**config.mk**
```make
export PLATFORM = sky130hd
export DESIGN_NAME = jsv_rem_unit
export DESIGN_NICKNAME = d
export VERILOG_FILES = /design/src/jsv_pkg.sv /design/src/jsv_rem_unit.sv
export SDC_FILE = /design/constraint.sdc
export NUM_CORES = 1
export LEC_CHECK = 0
export BUFFER_PORTS_ARGS = -buffer_cell sky130_fd_sc_hd__buf_2
export CAP_MARGIN = 20
export CORE_MARGIN = 2
export CORE_UTILIZATION = 30
export DETAILED_ROUTE_END_ITERATION = 7
export GPL_ROUTABILITY_DRIVEN = 0
export PLACE_DENSITY_LB_ADDON = 0.25
export SETUP_SLACK_MARGIN = 0.2
export SLEW_MARGIN = 15
export SYNTH_ARGS = -nofsm -noshare
export SYNTH_HDL_FRONTEND = slang
export SYNTH_SLANG_ARGS = --single-unit
```
**constraint.sdc**
```tcl
create_clock -name clk_i -period 5.06 [get_ports clk_i]
set_clock_uncertainty 0.1 [all_clocks]
set_input_delay 0.253 -clock clk_i [delete_from_list [all_inputs] [get_ports clk_i]]
set_output_delay 0.253 -clock clk_i [all_outputs]
set_load 0.01 [all_outputs]
```
**src/jsv_pkg.sv**
```systemverilog
// ----------------------------------------------------------------------------
// jsv_pkg
// Shared widths, defaults and word types for the Josephus survivor block.
// ----------------------------------------------------------------------------
package jsv_pkg;

  localparam int RING_W          = 10;
  localparam int STEP_W          = 12;
  localparam int MAX_MEMBERS_DEF = 512;

  typedef struct packed {
    logic [RING_W-1:0] ring_count;
    logic [STEP_W-1:0] step_count;
  } jsv_req_t;

  typedef struct packed {
    logic [RING_W-1:0] survivor;
    logic              bad_request;
  } jsv_res_t;

endpackage

```
**src/jsv_rem_unit.sv**
```systemverilog
// ----------------------------------------------------------------------------
// jsv_rem_unit
// Iterative restoring remainder: dividend mod divisor, one dividend bit per
// cycle. Result shows on rem_o with a one-cycle done_o pulse.
// ----------------------------------------------------------------------------
module jsv_rem_unit import jsv_pkg::*; (
  input  logic              clk_i,
  input  logic              rst_ni,
  input  logic              start_i,
  input  logic [STEP_W-1:0] dividend_i,
  input  logic [RING_W-1:0] divisor_i,
  output logic              done_o,
  output logic [RING_W-1:0] rem_o
);

  localparam int CntW = $clog2(STEP_W);

  logic              run_q;
  logic              done_q;
  logic [CntW-1:0]   cnt_q;
  logic [STEP_W-1:0] dvd_q;
  logic [RING_W-1:0] dvs_q;
  logic [RING_W-1:0] rem_q;
  logic [RING_W:0]   trial;
  logic [RING_W:0]   diff;
  logic [RING_W-1:0] rem_next;

  // shift in the next dividend bit and subtract when it fits
  assign trial    = {rem_q, dvd_q[STEP_W-1]};
  assign diff     = trial - {1'b0, dvs_q};
  assign rem_next = (trial >= {1'b0, dvs_q}) ? diff[RING_W-1:0] : trial[RING_W-1:0];

  always_ff @(posedge clk_i or negedge rst_ni) begin
    if (!rst_ni) begin
      run_q  <= 1'b0;
      done_q <= 1'b0;
      cnt_q  <= '0;
    end else begin
      done_q <= 1'b0;
      if (start_i) begin
        run_q <= 1'b1;
        cnt_q <= CntW'(STEP_W - 1);
      end else if (run_q) begin
        cnt_q <= cnt_q - 1'b1;
        if (cnt_q == '0) begin
          run_q  <= 1'b0;
          done_q <= 1'b1;
        end
      end
    end
  end

  always_ff @(posedge clk_i) begin
    if (start_i) begin
      dvd_q <= dividend_i;
      dvs_q <= divisor_i;
      rem_q <= '0;
    end else if (run_q) begin
      dvd_q <= {dvd_q[STEP_W-2:0], 1'b0};
      rem_q <= rem_next;
    end
  end

  assign done_o = done_q;
  assign rem_o  = rem_q;

endmodule

```
==> results of run 1 <==
worst paths after layout:
| path | slack [ns] | cells past startpoint | start | endpoint |
|---|---|---|---|---|
| hold / removal | 0.03 | 1 | divisor_i[3] | dvs_q[3] |
| setup / recovery | 2.54 | 8 | dvs_q[1] | rem_o[0] |
| min in group asynchronous | 0.22 | 2 | rst_ni | cnt_q[0] |
| max in group asynchronous | 4.49 | 2 | rst_ni | cnt_q[1] |
| hold reg to reg | 0.39 | 2 | rem_o[4] | rem_o[4] |
| setup reg to reg | 2.54 | 8 | dvs_q[1] | rem_o[0] |
state kept, by name, indices dropped and copies added, names as in the netlist:
name / cells
cnt_q: 4
done_o: 1
dvd_q: 12
dvs_q: 10
rem_o: 10
run_q: 1
power groups by stage:
stage	clock network (mW)	logic [mW]	registers, mW
4_1_cts	0.331	0.352	0.408
3_5_place_dp	0	0.349	0.415
3_3_place_gp	0	0.350	0.414
5_1_grt	0.347	0.385	0.416
6_report	0.324	0.346	0.408
2_1_floorplan	0	0.264	0.421
Yosys cell counts (2+ instances only):
master and instances:
nand2b_1 6, o21ai_1 2, mux2_2 2, ha_1 12
dfxtp_1 10, a21oi_4 2, xor2_1 2, nor2_1 16
inv_1 15, a211oi_1 6, and2_1 2, a31o_1 2
a21oi_1 6, mux2i_1 5, nor3_1 2, a21o_1 3
mux2_1 10, nand2_1 13, o21ai_0 4, clkbuf_1 5
xnor2_1 7, dfrtp_1 6, edfxtp_1 22
per-layer routing:
layer,global-route usage [%],vias to the layer above
met5,0,-
met4,4.26,0
met3,3.24,2
li1,-,711
met2,17.5,27
met1,14.5,681
cell type report:
cell class / instances / share of cell area (%)
clock buffers: 6 / 3.42
clock inverters: 2 / 2.49
flip-flops and latches: 38 / 41.8
well taps: 77 / 3.99
multi-input cells: 120 / 38.3
repair buffers: 36 / 7.66
inverters: 15 / 2.33
through the flow:
step	worst slack [ns]	cell area, um2
after floorplan	2.90	2030
after global placement	2.61	2260
after detailed placement	2.54	2260
after CTS	2.51	2420
after global routing	2.41	2420
final	2.54	2420
cell usage in the layout (no fill, tap or decap), types with 3 or more instances in the layout:
cell type,instances
o21ai_0,4
edfxtp_1,22
a211oi_1,6
dfrtp_1,6
a21oi_1,6
ha_1,12
mux2i_1,5
nand2_1,13
a21o_1,3
clkbuf_8,6
inv_1,15
dfxtp_1,10
buf_2,35
mux2_1,10
nor2_1,16
xnor2_1,7
nand2b_1,6
cells by family after synthesis:
group                      Yosys count
and+or+nand+nor                     47
DFF                                 38
AOI/OAI and AO/OA                   34
buffers and inverters               22
muxes                               17
adders and majority gates           13
xor gates and xnor gates             9
what timing repair did:
item,in CTS,in global routing
endpoints found under the hold margin,6,0
resized for setup,0,0
hold buffers,1,0
==> impl_results.md, run 1 <==
* Drt first pass iters at 4
* Power Total at 1.08 mW
* CP Max Fanout at 12
* FP Rows at 29
* Grt total ovfl at 0
* Die Y at 86.2 um
* Critical path class: reg2reg
* Switching pwr at 334 uW
* Clock power frac at 30.0%
* WL met3 at 139 um
* Biggest area consumer among synthesized cells: edfxtp_1
* Initial detailed-routing violation count at 60
* Metal-1 WL at 1.85 mm
* Yosys reg bits at 38
* Register area at 1010 um2
* Area Growth Syn to Fin at 19.2%
* Sequential power share at 37.8%
* Slowest Stage Delay on Critical Path at 0.43 ns
* Clk Latency, worst-skew pair at 0.29 ns
* GR Util All Layers at 11.1%
* CTS Buffer Depth at 2
* Met2 WL at 1.81 mm
* Unique masters post-synth at 43
* # IOs at 36
* Sequential area share after synthesis at 49.9%
* CP max-delay cell: a21oi_4
* # fillers at 662
* Area share of and/or/nand/nor cells after synthesis at 11.3%
* Slew headroom at 46.8%
* Fin util at 37.4%
* Final nets at 254
* Post-synth EDFFs at 22
* Mapped Cells at 180
* Crit end category: flip-flop
* Period utilization at 49.8%
* Remaining DRCs at 0
* Worst vdd ir at 155 uV
* Mapped Avg Cell Area at 11.3 um2
* Worst setup SP type: flip-flop
* P_leak at 1.06 nW
* Crit-path leading delay family: compound AO/OA/AOI/OAI gates
* Initial Util at 31.4%
* Mapped Nets at 218
* CTS Buf Count at 5
* Htree depth at 2
* Worst hold margin at 0.0342 ns
* Final setup violating endpoints at 0
* Slew Viols, Final at 0
* Post-DRT Antenna Nets at 0
* Initial antenna violation count at 0
* Synthesized area at 2030 um2
* Multi-input gate area at 925 um2
* Mux cell area share after synthesis at 9.14%
* Core area at 6460 um2
* Main area contributors after synthesis: edfxtp_1 33%, dfxtp_1 9.9%, dfrtp_1 7.4%, ha_1 7.4%, mux2_1 5.6%
* Slew @ Worst Pin at 0.798 ns
* Fmax at 397 MHz
* Post-DP HPWL at 2.73 mm
* Internal at 743 uW
* Crit-path cells: inv_1 -> ha_1 -> or2b_1 -> a21oi_4 -> o2111ai_2 -> a21oi_4 -> mux2_1 -> a211oi_1
* Clock Sinks at 38
* DR vias at 1421
* Synth Flop Type: edfxtp_1
* Post-Synth XOR/XNOR Area at 3.89%
* Largest net degree at the start of global routing at 37
* Combinational family with the most area after synthesis: compound AO/OA/AOI/OAI gates
* Gate power share at 32.1%
* Top cell type's share of synthesized area at 32.6%
* TritonCTS clock tree: done
* Die width at 86.2 um
* Avg WL per Cell at 13.1 um
* Share of layout cells above drive strength 1 at 23.0%
* Port Buffers at 35
* Max layer used: met4
* P per Cell Area at 446 nW/um2
* Fin cells at 294
* # Max-Cap Violations at 0
* Reg clk slew, reported paths at 0.08 ns
* Status: complete, no violations
* Drt total wl at 3.86 mm
* Final setup TNS at 0 ns
* Adder-Cell Fraction of Synth Area at 8.40%
* Placed insts at 285
* Die Area at 7430 um2
* Compound-gate portion of the synthesized area at 12.9%
* # diodes at 0
* Yosys warns at 0
* Post-CTS setup buffers at 0
* Crit path arrival time at 2.62 ns
* Hold Fails Final Rpt at 0
* Final Critical Period at 2.52 ns
* Worst path bufs/invs at 1
* Via density at 4.83
* Hold Crit Class: in2reg
* CP Data Required Time at 5.16 ns
* Number of global-route vias before repair at 1348
* Clock root cell: clkbuf_8
* Asr flop ratio synth at 15.8%
* Switching share of total power at 31.0%
* Most Frequent Cell on Critical Path: a21oi_4
* First-pass GRT wire length at 6.37 mm
* RSZ-0062 raised after global routing: false
(Power assumes the default switching activity.)
==> run 2: changes to the inputs <==
--- a/config.mk
+++ b/config.mk
@@ -5,6 +5,7 @@
 export SDC_FILE = /design/constraint.sdc
 export NUM_CORES = 1
 export LEC_CHECK = 0
+export ABC_AREA = 1
 export BUFFER_PORTS_ARGS = -buffer_cell sky130_fd_sc_hd__buf_2
 export CAP_MARGIN = 20
 export CORE_MARGIN = 2
==> constraint.sdc (replaced) <==
create_clock -name clk_i -period 2.1 [get_ports clk_i]
set_clock_uncertainty 0.1 [all_clocks]
set_input_delay 0.105 -clock clk_i [delete_from_list [all_inputs] [get_ports clk_i]]
set_output_delay 0.105 -clock clk_i [all_outputs]
set_load 0.01 [all_outputs]
==> run 2 against run 1 <==
Compared with the run above:
- the run now ends with negative hold slack left
- largest power group is now combinational logic
- routed wire length rose by 41%
- hold slack got worse by 0.036 ns
- largest cell class is now multi-input combinational cells
- combinational power rose to 4.7 times the previous value
==> impl_results.md, run 2 <==
* Status: finished, violations left
* Failing checks: negative hold slack
* CP max-delay cell: edfxtp_1
* Crit path arrival time at 1.96 ns (-0.66 ns)
* Hold Fails Final Rpt at 1 (+1)
* Grt total ovfl at 0 (unchanged)
* Internal at 2.12 mW (+190%)
* Post-DP HPWL at 3.60 mm (+32%)
* Switching share of total power at 38.5% (+7.5 points)
* Yosys reg bits at 38 (unchanged)
* Final setup violating endpoints at 0 (unchanged)
* DR vias at 1947 (+37%)
* Biggest area consumer among synthesized cells: edfxtp_1
* Placed Area at 2490 um2 (+10%)
* Share of layout cells above drive strength 1 at 25.5% (+2.5 points)
* Mapped Cells at 278 (+54%)
* Final nets at 382 (+50%)
* Final Instance Area at 3000 um2 (+24%)
* Clock root cell: clkbuf_8
* P per Cell Area at 1150 nW/um2 (+160%)
* Switching pwr at 1.33 mW (+300%)
* Combinational family with the most area after synthesis: simple AND/OR/NAND/NOR gates
* Worst setup SP type: flip-flop
* Fin cells at 444 (+51%)
* Reg clk slew, reported paths at 0.09 ns (about the same)
* CTS Buffer Depth at 2 (unchanged)
* Critical path class: reg2reg
* GR Util All Layers at 13.7% (+2.6 points)
* Sequential power share at 30.1% (-7.7 points)
* Hold Crit Class: in2reg
* Most common cell after layout, fill and taps aside: nand2_1
* Die width at 89.5 um (+3.9%)
* Synthesized area at 2190 um2 (+8.3%)
* Most common library cells after synthesis: 97 x nand2_1, 41 x inv_1, 27 x nand3_1
* Power Total at 3.45 mW (+220%)
* # Max-Cap Violations at 0 (unchanged)
* Post-DRT Antenna Nets at 0 (unchanged)
* Unique masters post-synth at 29 (-33%)
* Initial Util at 30.6% (-0.80 points)
* Most frequent cells in the layout: 93 x nand2_1, 39 x inv_1, 35 x buf_2
* First-pass GRT wire length at 8.34 mm (+31%)
* CP Max Fanout at 5 (-7)
* Htree depth at 2 (unchanged)
* Initial antenna violation count at 0 (unchanged)
* CTS Buf Count at 5 (unchanged)
* Post-synth EDFFs at 22 (unchanged)
* Initial detailed-routing violation count at 131 (+120%)
* Mapped Avg Cell Area at 7.89 um2 (-30%)
* Area share of and/or/nand/nor cells after synthesis at 31.9% (+21 points)
* Avg WL per Cell at 12.3 um (-6.6%)
* # IOs at 36 (unchanged)
* Via density at 4.39 (-9.3%)
* Worst hold margin at -0.00160 ns (-0.0358 ns)
* Clock Sinks at 38 (unchanged)
* Largest register FFs at 12 (unchanged)
* Adder-Cell Fraction of Synth Area at 7.75% (-0.64 points)
* Area Growth Syn to Fin at 36.7%
* # diodes at 0 (unchanged)
* Port Buffers at 35 (unchanged)
* Die Y at 89.5 um (+3.9%)
* Top reg by flops: dvd_q
* # fillers at 724 (+9.4%)
* Fin util at 41.8% (+4.4 points)
* Drt first pass iters at 4 (unchanged)
* Slew Viols, Final at 0 (unchanged)
* Clock power frac at 22.8% (-7.2 points)
* Largest net degree at the start of global routing at 17 (-54%)
* Yosys warns at 0 (unchanged)
* RSZ-0062 raised after global routing: true
* Final setup TNS at 0 ns (unchanged)
* Number of global-route vias before repair at 1811 (+34%)
* TritonCTS clock tree: done
* Period utilization at 86.3% (+37 points)
* Mapped Nets at 316 (+45%)
* Gate power share at 47.1% (+15 points)
* Crit-path leading delay family: simple AND/OR/NAND/NOR gates
* FP Rows at 31 (+6.9%)
* Slowest Stage Delay on Critical Path at 0.33 ns (-0.10 ns)
* Final Critical Period at 1.81 ns (-0.708 ns)
* Compound-gate portion of the synthesized area at 2.91% (-10 points)
* P_leak at 1.51 nW (+42%)
* Die Area at 8020 um2 (+7.9%)
* Remaining DRCs at 0 (unchanged)
* Worst path bufs/invs at 2 (+1)
* Core area at 7180 um2 (+11%)
* Asr flop ratio synth at 15.8% (unchanged)
* Drt total wl at 5.44 mm (+41%)
* CP Data Required Time at 2.25 ns (-2.91 ns)
* Top cell type's share of synthesized area at 30.1% (-2.5 points)
* Worst vdd ir at 403 uV (+160%)
* Most numerous cell in the Yosys netlist: nand2_1
* Most Frequent Cell on Critical Path: nand2_1
* Slew @ Worst Pin at 0.478 ns (-0.321 ns)
* Mux cell area share after synthesis at 0% (-9.1 points)
* Main area contributors after synthesis: edfxtp_1 30%, nand2_1 17%, dfxtp_1 9.1%, inv_1 7.0%, dfrtp_1 6.8%
* Fmax at 552 MHz (+39%)
* Crit-path cells: inv_1 -> ha_1 -> nand2_1 -> nand2_2 -> a21oi_4 -> buf_4 -> nand4_4 -> nand2_1 -> nand3_1 -> nand2_1
* Synth Flop Type: edfxtp_1
* Crit end category: flip-flop
* Clk Latency, worst-skew pair at 0.30 ns (about the same)
* Slew headroom at 68.1% (+21 points)
* Post-Synth XOR/XNOR Area at 1.20% (-2.7 points)
* Placed insts at 410 (+44%)
* Sequential area share after synthesis at 46.1% (-3.8 points)
==> run 2: changes by cell type in the layout (fill, tap and decap cells not counted), sizes merged, moves of 4 or more <==
cell	change
xnor2	-4
inv	+31
mux2i	-5
nand4	+12
a211oi	-6
dlygate4sd3	+21
nand2	+90
nand3	+27
nand2b	-6
buf	+8
mux2	-12
==> run 2: worst min-delay path, cell delays in order <==
cell	delay, ns
buf_2	0.08
nand2_1	0.05
nand2_1	0.06
==> run 2: layout make-up <==
class / count / area [um2] / area share (%)
tap: 99 / 124 / 4.13
inverter: 46 / 173 / 5.76
clock inverter: 2 / 60.1 / 2.00
multi-input combinational: 188 / 1090 / 36.3
sequential: 38 / 1010 / 33.8
timing repair buffer: 65 / 459 / 15.3
clock buffer: 6 / 82.6 / 2.75
==> run 2: layer usage <==
layer	track usage, %	vias up	routed length, um	part of all wire [%]
li1	-	1020	-	-
met1	18.4	877	2630	48
met2	22.0	43	2470	45
met3	2.77	7	271	5.0
met4	4.61	0	66	1.2
met5	0	-	0	0
==> run 2: metrics by stage <==
step           setup slack [ns]  hold WS, ns
2_1_floorplan             0.384       -0.291
4_1_cts                   0.217      0.00263
3_5_place_dp              0.230       -0.163
5_1_grt                   0.168       0.0174
3_3_place_gp              0.272       -0.161
6_report                  0.287     -0.00160
==> run 2: path summary, 6_finish.rpt <==
kind | startpoint | to | slack, ns | cells past startpoint
worst min-delay path | dividend_i[11] | dvd_q[11] | -0.002 | 3
worst min register to register | rem_o[1] | rem_o[1] | 0.38 | 2
min in group asynchronous | rst_ni | cnt_q[2] | 0.05 | 2
worst max-delay path | dvs_q[8] | rem_o[0] | 0.29 | 10
worst max register to register | dvs_q[8] | rem_o[0] | 0.29 | 10
max in group asynchronous | rst_ni | cnt_q[1] | 1.70 | 2
==> run 2: cells by family (layout without fill, tap and decap cells) <==
| kind of cell | after synthesis | count (layout) |
|---|---|---|
| DFF | 38 | 38 |
| AOI/OAI and AO/OA | 11 | 11 |
| and+or+nand+nor | 159 | 161 |
| buffers and inverters | 54 | 119 |
| xor gates and xnor gates | 3 | 3 |
| adders and majority gates | 13 | 13 |
==> run 2: power by group through the flow <==
stage | clock network, mW | logic [mW] | registers (mW)
4_1_cts | 0.805 | 1.38 | 1.03
3_5_place_dp | 0 | 1.34 | 1.04
6_report | 0.787 | 1.62 | 1.04
3_3_place_gp | 0 | 1.34 | 1.04
5_1_grt | 0.833 | 1.84 | 1.06
2_1_floorplan | 0 | 0.990 | 1.07
==> run 2: timing repair <==
action,4_1_cts,5_1_grt
hold buffers,22,0
resized for setup,0,29
buffers inserted,0,2
endpoints found under the setup margin,0,10
hold endpoints to repair,27,0
